`src/mset_pkg.sv`:
```
package mset_pkg;

   localparam int NUM_SLOTS = 16;
   localparam int SLOT_BITS = 4;
   localparam int TIME_BITS = 48;
   localparam int PROD_BITS = 42;
   localparam logic [9:0] MS_PER_S = 10'd1000;

   localparam logic [1:0] OP_START = 2'd0;
   localparam logic [1:0] OP_STOP  = 2'd1;
   localparam logic [1:0] OP_TICK  = 2'd2;
   localparam logic [1:0] OP_EPOCH = 2'd3;

   localparam logic [1:0] MODE_PERIODIC = 2'd1;
   localparam logic [1:0] MODE_ABSOLUTE = 2'd2;

   localparam int REQ_DATA_BITS = 152;
   localparam int RSP_DATA_BITS = 88;

   typedef enum logic [2:0] {
      ST_IDLE,
      ST_PREP,
      ST_START,
      ST_SCAN,
      ST_DONE
   } state_type;

   typedef struct packed {
      logic capture;
      logic prep;
      logic start;
      logic scan_step;
      logic done_emit;
   } ctl_cmd_type;

   typedef struct packed {
      logic is_start;
      logic last_slot;
      logic out_free;
   } ctl_sts_type;

endpackage

```
`src/mset_ctrl.sv`:
```
module mset_ctrl (
   input  logic                 clock,
   input  logic                 reset,
   input  logic                 req_tvalid,
   output logic                 req_tready,
   input  mset_pkg::ctl_sts_type sts,
   output mset_pkg::ctl_cmd_type cmd
);
   import mset_pkg::*;

   state_type state_ff, state_in;

   always_ff @(posedge clock) begin
      if (reset) begin
         state_ff <= ST_IDLE;
      end else begin
         state_ff <= state_in;
      end
   end

   always_comb begin
      state_in = state_ff;
      unique case (state_ff)
         ST_IDLE: begin
            if (req_tvalid) state_in = ST_PREP;
         end
         ST_PREP: begin
            state_in = sts.is_start ? ST_START : ST_SCAN;
         end
         ST_START: begin
            state_in = ST_SCAN;
         end
         ST_SCAN: begin
            if (sts.out_free && sts.last_slot) state_in = ST_DONE;
         end
         ST_DONE: begin
            if (sts.out_free) state_in = ST_IDLE;
         end
         default: state_in = ST_IDLE;
      endcase
   end

   always_comb begin
      cmd = '0;
      req_tready = 1'b0;
      unique case (state_ff)
         ST_IDLE: begin
            req_tready = 1'b1;
            cmd.capture = req_tvalid;
         end
         ST_PREP:  cmd.prep = 1'b1;
         ST_START: cmd.start = 1'b1;
         ST_SCAN:  cmd.scan_step = sts.out_free;
         ST_DONE:  cmd.done_emit = sts.out_free;
         default: ;
      endcase
   end

endmodule

```
`src/mset_datapath.sv`:
```
module mset_datapath (
   input  logic                                clock,
   input  logic                                reset,
   input  logic [mset_pkg::REQ_DATA_BITS-1:0]  req_tdata,
   input  logic [1:0]                          req_tuser,
   input  mset_pkg::ctl_cmd_type               cmd,
   output mset_pkg::ctl_sts_type               sts,
   output logic                                rsp_tvalid,
   input  logic                                rsp_tready,
   output logic [mset_pkg::RSP_DATA_BITS-1:0]  rsp_tdata,
   output logic                                rsp_tuser,
   output logic                                rsp_tlast
);
   import mset_pkg::*;

   logic [1:0]           op_ff;
   logic [3:0]           slot_ff;
   logic [1:0]           mode_ff;
   logic [31:0]          sec_ff;
   logic signed [15:0]   delta_ff;
   logic [31:0]          ev_ff;
   logic [31:0]          el_ff;
   logic [31:0]          ep_ff;

   logic [PROD_BITS-1:0] base_ff;
   logic [TIME_BITS-1:0] cur_ff;
   logic                 status_ff;
   logic [SLOT_BITS-1:0] idx_ff;
   logic                 any_ff;
   logic [TIME_BITS-1:0] nx_ff;

   logic                 act_ff [NUM_SLOTS];
   logic [1:0]           md_ff  [NUM_SLOTS];
   logic [TIME_BITS-1:0] rem_ff [NUM_SLOTS];
   logic [TIME_BITS-1:0] rld_ff [NUM_SLOTS];
   logic [31:0]          evs_ff [NUM_SLOTS];

   logic                 out_valid_ff;
   logic [RSP_DATA_BITS-1:0] out_data_ff;
   logic                 out_kind_ff;
   logic                 out_last_ff;

   logic [31:0]          mul_op;
   logic [PROD_BITS-1:0] prod;
   logic signed [43:0]   sval;
   logic [TIME_BITS-1:0] val;
   logic                 reject;
   logic                 s_act;
   logic [1:0]           s_md;
   logic [TIME_BITS-1:0] s_rem;
   logic [TIME_BITS-1:0] s_rld;
   logic [TIME_BITS-1:0] el_w;
   logic [TIME_BITS-1:0] nrem;
   logic                 fire;
   logic                 fin_act;
   logic [TIME_BITS-1:0] fin_rem;

   // one shared multiplier: start value or new epoch in ms
   assign mul_op = (op_ff == OP_START) ? sec_ff : ep_ff;
   assign prod   = PROD_BITS'(mul_op * MS_PER_S);

   always_comb begin
      sval = $signed({2'b00, base_ff}) + 44'(delta_ff);
      val  = TIME_BITS'(sval);
      reject = (sval <= 44'sd0) || act_ff[slot_ff]
         || ({28'd0, slot_ff} >= NUM_SLOTS)
         || ((mode_ff == MODE_ABSOLUTE) && (val <= cur_ff));
   end

   always_comb begin
      s_act = act_ff[idx_ff];
      s_md  = md_ff[idx_ff];
      s_rem = rem_ff[idx_ff];
      s_rld = rld_ff[idx_ff];
      el_w  = TIME_BITS'(el_ff);
      nrem  = s_rem;
      fire  = 1'b0;
      case (op_ff)
         OP_TICK: begin
            nrem = (s_rem >= el_w) ? s_rem - el_w : '0;
            fire = s_act && (nrem == '0);
         end
         OP_EPOCH: begin
            if (ep_ff != '0 && s_md == MODE_ABSOLUTE)
               nrem = (s_rld > cur_ff) ? s_rld - cur_ff : '0;
         end
         default: ;
      endcase
      fin_act = s_act && !(fire && s_md != MODE_PERIODIC);
      fin_rem = fire ? s_rld : nrem;
   end

   always_ff @(posedge clock) begin
      if (cmd.capture) begin
         op_ff    <= req_tuser;
         slot_ff  <= req_tdata[3:0];
         mode_ff  <= req_tdata[5:4];
         sec_ff   <= req_tdata[37:6];
         delta_ff <= req_tdata[53:38];
         ev_ff    <= req_tdata[85:54];
         el_ff    <= req_tdata[117:86];
         ep_ff    <= req_tdata[149:118];
      end
      if (cmd.prep) base_ff <= prod;
   end

   always_ff @(posedge clock) begin
      if (reset) begin
         cur_ff <= '0;
         for (int i = 0; i < NUM_SLOTS; i++) act_ff[i] <= 1'b0;
      end else begin
         if (cmd.prep) begin
            if (op_ff == OP_TICK)
               cur_ff <= cur_ff + el_w;
            else if (op_ff == OP_EPOCH && ep_ff != '0)
               cur_ff <= TIME_BITS'(prod);
            else if (op_ff == OP_STOP && {28'd0, slot_ff} < NUM_SLOTS)
               act_ff[slot_ff[SLOT_BITS-1:0]] <= 1'b0;
         end
         if (cmd.start && !reject) act_ff[slot_ff] <= 1'b1;
         if (cmd.scan_step) act_ff[idx_ff] <= fin_act;
      end
   end

   always_ff @(posedge clock) begin
      if (cmd.start && !reject) begin
         rem_ff[slot_ff] <= (mode_ff == MODE_ABSOLUTE) ? val - cur_ff : val;
         rld_ff[slot_ff] <= val;
         md_ff[slot_ff]  <= mode_ff;
         evs_ff[slot_ff] <= ev_ff;
      end
      if (cmd.scan_step && s_act) rem_ff[idx_ff] <= fin_rem;
   end

   always_ff @(posedge clock) begin
      if (cmd.capture) begin
         status_ff <= 1'b0;
         idx_ff    <= '0;
         any_ff    <= 1'b0;
         nx_ff     <= '0;
      end
      if (cmd.start) status_ff <= reject;
      if (cmd.scan_step) begin
         idx_ff <= idx_ff + 1'b1;
         if (fin_act) begin
            any_ff <= 1'b1;
            if (!any_ff || fin_rem < nx_ff) nx_ff <= fin_rem;
         end
      end
   end

   // result register
   always_ff @(posedge clock) begin
      if (reset) begin
         out_valid_ff <= 1'b0;
      end else if ((cmd.scan_step && fire) || cmd.done_emit) begin
         out_valid_ff <= 1'b1;
      end else if (rsp_tready) begin
         out_valid_ff <= 1'b0;
      end
   end

   always_ff @(posedge clock) begin
      if (cmd.scan_step && fire) begin
         out_kind_ff <= 1'b1;
         out_last_ff <= 1'b0;
         out_data_ff <= {52'd0, evs_ff[idx_ff], idx_ff};
      end else if (cmd.done_emit) begin
         out_kind_ff <= 1'b0;
         out_last_ff <= 1'b1;
         out_data_ff <= {2'd0, nx_ff, any_ff, status_ff, 36'd0};
      end
   end

   assign sts.is_start  = (op_ff == OP_START);
   assign sts.last_slot = ({28'd0, idx_ff} == NUM_SLOTS - 1);
   assign sts.out_free  = !out_valid_ff || rsp_tready;

   assign rsp_tvalid = out_valid_ff;
   assign rsp_tdata  = out_data_ff;
   assign rsp_tuser  = out_kind_ff;
   assign rsp_tlast  = out_last_ff;

endmodule

```
`src/multi_slot_event_timer_unit.sv`:
```
// bank of sixteen timer slots (one-shot, periodic or absolute epoch). each
// request word runs through a short prepare step (one shared 32x10 multiply
// for seconds*1000 or epoch*1000), a start decision for starts, then a scan
// of all slots, one slot per cycle while the result side is free, that
// counts down, fires and reloads (or rebases absolute slots on a new epoch),
// and tracks the earliest remaining time; a completion word with tlast ends
// every request, and a new request is taken only after that word is issued.
// fired words come out in ascending slot order, tuser high.
module multi_slot_event_timer_unit (
   input  logic                                clock,
   input  logic                                reset,
   input  logic                                req_tvalid,
   output logic                                req_tready,
   // slot[3:0] mode[5:4] seconds[37:6] delta_ms[53:38] event_code[85:54]
   // elapsed_ms[117:86] new_epoch_s[149:118], rest zero
   input  logic [mset_pkg::REQ_DATA_BITS-1:0]  req_tdata,
   // opcode[1:0]
   input  logic [1:0]                          req_tuser,
   output logic                                rsp_tvalid,
   input  logic                                rsp_tready,
   // fired_slot[3:0] fired_event[35:4] status[36] any_active[37]
   // next_expiry_ms[85:38], rest zero
   output logic [mset_pkg::RSP_DATA_BITS-1:0]  rsp_tdata,
   // kind[0]
   output logic                                rsp_tuser,
   output logic                                rsp_tlast
);
   import mset_pkg::*;

   ctl_cmd_type cmd;
   ctl_sts_type sts;

   // sequencer
   mset_ctrl u_ctrl (
      .clock      (clock),
      .reset      (reset),
      .req_tvalid (req_tvalid),
      .req_tready (req_tready),
      .sts        (sts),
      .cmd        (cmd)
   );

   // slot storage, clock, scan and result register
   mset_datapath u_dp (
      .clock      (clock),
      .reset      (reset),
      .req_tdata  (req_tdata),
      .req_tuser  (req_tuser),
      .cmd        (cmd),
      .sts        (sts),
      .rsp_tvalid (rsp_tvalid),
      .rsp_tready (rsp_tready),
      .rsp_tdata  (rsp_tdata),
      .rsp_tuser  (rsp_tuser),
      .rsp_tlast  (rsp_tlast)
   );

   // one request at a time
   a_busy_after_accept: assert property (@(posedge clock) disable iff (reset)
      (req_tvalid && req_tready) |=> !req_tready)
      else $error("request taken while busy");

   // a fired word never closes a request
   a_fired_not_last: assert property (@(posedge clock) disable iff (reset)
      (rsp_tvalid && rsp_tuser) |-> !rsp_tlast)
      else $error("fired word marked last");

   // completion word carries no slot or event
   a_done_clean: assert property (@(posedge clock) disable iff (reset)
      (rsp_tvalid && rsp_tlast) |-> (!rsp_tuser && rsp_tdata[35:0] == 36'd0))
      else $error("completion word malformed");

endmodule

```
`config.mk`:
```
export PLATFORM = sky130hd
export DESIGN_NAME = multi_slot_event_timer_unit
export DESIGN_NICKNAME = d
export VERILOG_FILES = /design/src/mset_pkg.sv /design/src/mset_ctrl.sv /design/src/mset_datapath.sv /design/src/multi_slot_event_timer_unit.sv
export SDC_FILE = /design/constraint.sdc
export NUM_CORES = 2
export LEC_CHECK = 0
export BUFFER_PORTS_ARGS = -buffer_cell sky130_fd_sc_hd__buf_4
export CORE_MARGIN = 2
export CORE_UTILIZATION = 25
export CTS_CLUSTER_DIAMETER = 40
export CTS_CLUSTER_SIZE = 30
export DETAILED_ROUTE_END_ITERATION = 10
export RECOVER_POWER = 100
export SYNTH_ARGS = -nofsm -noshare
export SYNTH_HDL_FRONTEND = slang
export SYNTH_SLANG_ARGS = --single-unit
```
`constraint.sdc`:
```
create_clock -name clock -period 31.9 [get_ports clock]
set_input_delay 9.57 -clock clock [delete_from_list [all_inputs] [get_ports clock]]
set_output_delay 9.57 -clock clock [all_outputs]
set_load 0.02 [all_outputs]
```
==> Word level (Yosys, flattened, before mapping) <==
Memory sizes are Yosys's and may differ from the RTL's. A register that Yosys moved wholly into a read port is not among the register bits.
Cells that the tools add are included.
{ "totals": {"regBits": 385, "latch_bits": 0, "mem_bits_rw": 2096, "romBits": 0, "inputBits": 158, "out_inout_bits": 92, "word_cells": 154, "mem_count": 5} }
{ "memory_table": {"columns": ["memory", "depth", "word_bits", "rd", "rd_ports_with_merged_regs", "write_ports", "line_no", "rtl"], "rows": [
  ["u_dp.rem_ff", 16, 48, 1, 1, 1, "mset_datapath.sv:34", "logic [TIME_BITS-1:0] rem_ff [NUM_SLOTS];"],
  ["u_dp.rld_ff", 16, 48, 1, 1, 1, "mset_datapath.sv:35", "logic [TIME_BITS-1:0] rld_ff [NUM_SLOTS];"],
  ["u_dp.evs_ff", 16, 32, 1, 1, 1, "mset_datapath.sv:36", "logic [31:0] evs_ff [NUM_SLOTS];"],
  ["u_dp.md_ff", 16, 2, 1, 1, 1, "mset_datapath.sv:33", "logic [1:0] md_ff [NUM_SLOTS];"],
  ["u_dp.act_ff", 16, 1, 2, 2, 16, "mset_datapath.sv:32", "logic act_ff [NUM_SLOTS];"]
]} }
{ "classes": {"n_addsub": 6, "mul": 1, "div_mod_pow": 0, "order_cmp": 5, "eq_ne": 14, "shifts": 0, "muxes": 69, "bitwise": 1, "reduce_logical": 33} }
{ "op_table": {"columns": ["operator", "count"], "rows": [
  ["48-bit two-way mux", 12],
  ["48-bit one-hot mux with 2 select lines", 1],
  ["48-bit subtractor", 2],
  ["36-bit two-way mux", 2],
  ["48-bit by 32-bit adder with 48-bit output", 1],
  ["48-bit by 32-bit greater-or-equal comparator with 1-bit output", 1],
  ["48-bit greater-than comparator", 1],
  ["48-bit less-or-equal comparator", 1],
  ["48-bit logical NOT", 1],
  ["48-bit less-than comparator", 1],
  ["48-bit OR reduction", 1],
  ["48-bit by 32-bit subtractor with 48-bit output", 1],
  ["43-bit by 16-bit adder with 44-bit output", 1],
  ["44-bit by 1-bit less-or-equal comparator with 1-bit output (second input constant)", 1],
  ["4-bit two-way mux", 11],
  ["32-bit by 7-bit multiplier with 39-bit output (second input constant)", 1],
  ["1-bit two-way mux", 38],
  ["32-bit two-way mux", 1],
  ["32-bit nonzero test", 1],
  ["3-bit one-hot mux with 5 select lines", 1],
  ["1-bit logical AND", 10],
  ["2-bit nonzero test", 5],
  ["3-bit two-way mux", 3],
  ["2-bit == test (second input constant)", 4],
  ["other kinds (16)", 27]
]} }

==> Depth between registers and ports, before layout <==
{ "logic_depth": {"depth_word": 13, "mapped_depth": 49, "ltp_nobuf": 35} }

==> Cells and area by module <==
Synthesis repeated with hierarchy kept, for this count alone.
{ "hier_totals": {"hier_cells": 8259, "hier_area_um2": 121969.5} }
{ "modules_own_cells": {"columns": ["module", "instances", "cells_each", "area_each_um2"], "rows": [
  ["mset_datapath", 1, 8234, 121741.8],
  ["mset_ctrl", 1, 25, 227.7]
]} }

==> Least setup slack after synthesis <==
Ideal clock, no wire load.
{ "synth_path": {"path_kind": "input port to flip-flop", "startpoint": "input rsp_tready", "endpoint": "memory u_dp.evs_ff[6][0], enable pin", "setup_time_ns": 0.610, "arrival_ns": 16.260, "slack_ns": 15.030, "cell_stages": 8, "cell_sequence": "nand2b_1 > nand2_1 > nor2_1 > and2_1 > clkbuf_1 > clkbuf_1 > a21oi_1 > nor3_1"} }
{ "synth_rtl": {"columns": ["element", "line_no", "rtl"], "rows": [
  ["from (decl)", "multi_slot_event_timer_unit.sv:20", "input logic rsp_tready,"],
  ["to (decl)", "mset_datapath.sv:36", null]
]} }

==> run metrics <==
outcome=complete, but fails checks; failing checks=max-capacitance violations, max-slew violations; share of cells above drive strength 1=18.2%; H-tree depth=5; Post-synth EDFFs=2264; I/O pins=250; hpwl dp=214000 um; Worst-path clk slew=60 ps; CTS Buf Count=300; Lkg Pwr=43.3 nW; CTS Hold Bufs=0; GRT overflow=0; CTS Buffer Depth=4; crit-path max FO=48; Top FF cell, synth=edfxtp_1; Root Buffer=clkbuf_16; Pre-Repair DR Iteration Count=6; Max stage delay cell, worst path=clkbuf_1; FMAX=46.6 MHz; clock skew=82.7 ps; crit path capture=u_dp.nx_ff[43]; effective utilization at floorplan=25.1%; mux share of post-synthesis cell area=13.5%; # rows=245; Layout area overhead=17.0%; Final Setup Violations=0; r2r setup slk=10450 ps; die width=672 um; crit path time final=21450 ps; adder-cell share of the synthesized area=5.94%; Max-Cap Viols=80; global-route wire length before repair=472000 um; # DRC=0; # clock sinks=2425; Post-synth ARST share=0%; max incr delay on CP=2690 ps; Yosys cell types=94; main combinational cell family by area after synthesis=multiplexers; Placer Congestion=0.931; nets=8076; Setup CP Type=reg -> reg; cell area power density=93.3 nW/um2; number of setup buffers added after CTS=0; Via Count=66600; Mapped Avg Cell Area=15.9 um2; reg2reg end=u_dp.nx_ff[43]; Die Y=672 um; Synth Register Bits=2425; Worst slew margin=-206%; drt via density=4.88; WL final=329000 um; RSZ-0062 raised after global routing=false; Slew Limit Fails=2863; Post-Synth Simple-Gate Area=5.37%; # port buffers=245; Synth Cell Area=112000 um2; antenna violations before repair=24; worst hold path class=reg -> reg; maximum vdd drop=136 uV; ANT nets after route=0; post-route clock period utilization=67.3%; largest net degree at the start of global routing=127; number of warnings issued by yosys=0; Die ar.=452000 um2; Clock Latency Late Sink=910 ps; CP endpoint kind=register; element type at the critical path start=register; Post-Synthesis Cells=7028; post-CTS resize count=0; Final TNS setup=0 ps; worst path required time=32660 ps; Cell Count, Final, Fillers Out=13600; GRT Total Usage=14.1%; Placed Cells=13100; vias in the first global route=67400; Routed WL per cell=24.1 um; CTS tree=done; area fraction in compound gates after synthesis=7.41%; crit path DAT=22220 ps; sequential area share after synthesis=63.8%; Core Box Area=445000 um2; initial drt markers=7380; depth of the most critical reg-to-reg path=30; hold path depth=2; Fin. Hold Viols=0; Slew @ Worst Pin=4590 ps; post-synthesis xor/xnor area fraction=1.53%
layout by cell type (no fill, tap or decap), types with 90 or more instances in the layout:
cell / synthesis / layout
a211oi_1: 104 / 102
a21o_1: 167 / 167
a21oi_1: 407 / 408
clkbuf_1: 194 / 283
clkbuf_16: 0 / 307
clkbuf_4: 0 / 126
dfxtp_1: 161 / 158
edfxtp_1: 2264 / 2264
fa_1: 123 / 123
ha_1: 333 / 333
inv_1: 395 / 395
mux2i_1: 90 / 90
mux4_2: 610 / 610
nand2_1: 308 / 306
nor2_1: 358 / 343
o21ai_0: 190 / 191
xnor2_1: 126 / 121
how the worst min path moves through the flow:
stage	start	end	slack (ps)
6_report	u_dp.rsp_tuser	u_dp.rsp_tuser	450
5_1_grt	u_dp.rsp_tuser	u_dp.rsp_tuser	470
4_1_cts	u_dp.nx_ff[7]	u_dp.nx_ff[7]	460
3_5_place_dp	u_dp.rsp_tuser	u_dp.rsp_tuser	450
3_3_place_gp	u_dp.rsp_tlast	u_dp.rsp_tlast	430
2_1_floorplan	u_dp.nx_ff[46]	u_dp.nx_ff[46]	440
cells by family (layout without fill, tap and decap cells):
| group | Yosys count | in the layout |
|---|---|---|
| xor gates and xnor gates | 195 | 195 |
| DFF | 2425 | 2425 |
| adders and majority gates | 456 | 456 |
| AOI/OAI and AO/OA | 1277 | 1277 |
| other | 1 | 11 |
| buffers and inverters | 703 | 1383 |
| and+or+nand+nor | 1234 | 1234 |
| muxes | 737 | 737 |
sequential cells by signal, summed over array words and instances, names as in the netlist, 4 cells and up, named ones only:
| register | count |
|---|---|
| u_dp.act_ff | 16 |
| u_dp.base_ff | 39 |
| u_dp.cur_ff | 48 |
| u_dp.delta_ff | 16 |
| u_dp.el_ff | 32 |
| u_dp.ep_ff | 32 |
| u_dp.ev_ff | 32 |
| u_dp.evs_ff | 512 |
| u_dp.idx_ff | 4 |
| u_dp.md_ff | 32 |
| u_dp.nx_ff | 48 |
| u_dp.rem_ff | 768 |
| u_dp.rld_ff | 704 |
| u_dp.rsp_tdata | 86 |
| u_dp.sec_ff | 32 |
| u_dp.slot_ff | 4 |
power by group:
group / switching [mW] / total [mW] / internal (mW)
registers: 0.0715 / 4.30 / 4.23
logic: 3.04 / 4.45 / 1.41
clock network: 1.43 / 3.44 / 2.00
worst max-delay path, delay by kind of cell, from the launching register on:
kind                       cells  cell delay, ps
and+or+nand+nor               11            3980
AOI/OAI and AO/OA             10            4830
DFF                            1            2440
muxes                          3            1710
buffers and inverters          4            7470
adders and majority gates      2             660
cell type report:
class / instances / area, um2
well taps: 5928 / 7420
inverters: 398 / 1500
diodes: 9 / 22.5
flip-flops and latches: 2425 / 71200
multi-input cells: 3901 / 37900
clock inverters: 213 / 2360
repair buffers: 436 / 2360
clock buffers: 336 / 7800
fillers: 43700 / 314000
cell usage after synthesis (37+ instances only):
cell / number / area share, %
nor2b_1: 48 / 0.27
buf_1: 60 / 0.20
nor3_1: 70 / 0.31
and2_1: 42 / 0.24
nand2b_1: 53 / 0.30
and3_1: 65 / 0.36
a21oi_1: 407 / 1.8
edfxtp_1: 2264 / 61
o21ai_0: 190 / 0.85
dfxtp_1: 161 / 2.9
a31oi_1: 47 / 0.26
ha_1: 333 / 3.7
nand3_1: 83 / 0.37
xnor2_1: 126 / 0.99
inv_1: 395 / 1.3
nand2_1: 308 / 1.0
xor2_1: 69 / 0.54
a21o_1: 167 / 1.1
nand4_1: 62 / 0.35
fa_1: 123 / 2.2
nor2_1: 358 / 1.2
buf_2: 37 / 0.17
a211oi_1: 104 / 0.70
mux2i_1: 90 / 0.81
clkbuf_1: 194 / 0.65
mux4_2: 610 / 12
routing by layer:
layer / global-route usage (%) / wire [um]
met1: 19.0 / 138000
met2: 23.1 / 155000
met3: 2.15 / 23100
met4: 5.25 / 13000
met5: 0 / 15
per-stage QoR:
step                      worst slack (ps)  area [um2]  total power, mW  hold WS (ps)  util (%)
after floorplan                      15030      112000             7.07           438         -
after global placement               17780      122000             8.73           435      27.3
after detailed placement             17660      122000             8.82           446      27.3
after CTS                            17650      132000             12.3           460      29.6
after global routing                  8430      131000             12.8           469      29.3
final                                10450      131000             12.2           451      29.4
Power figures use the tool's default switching activity.
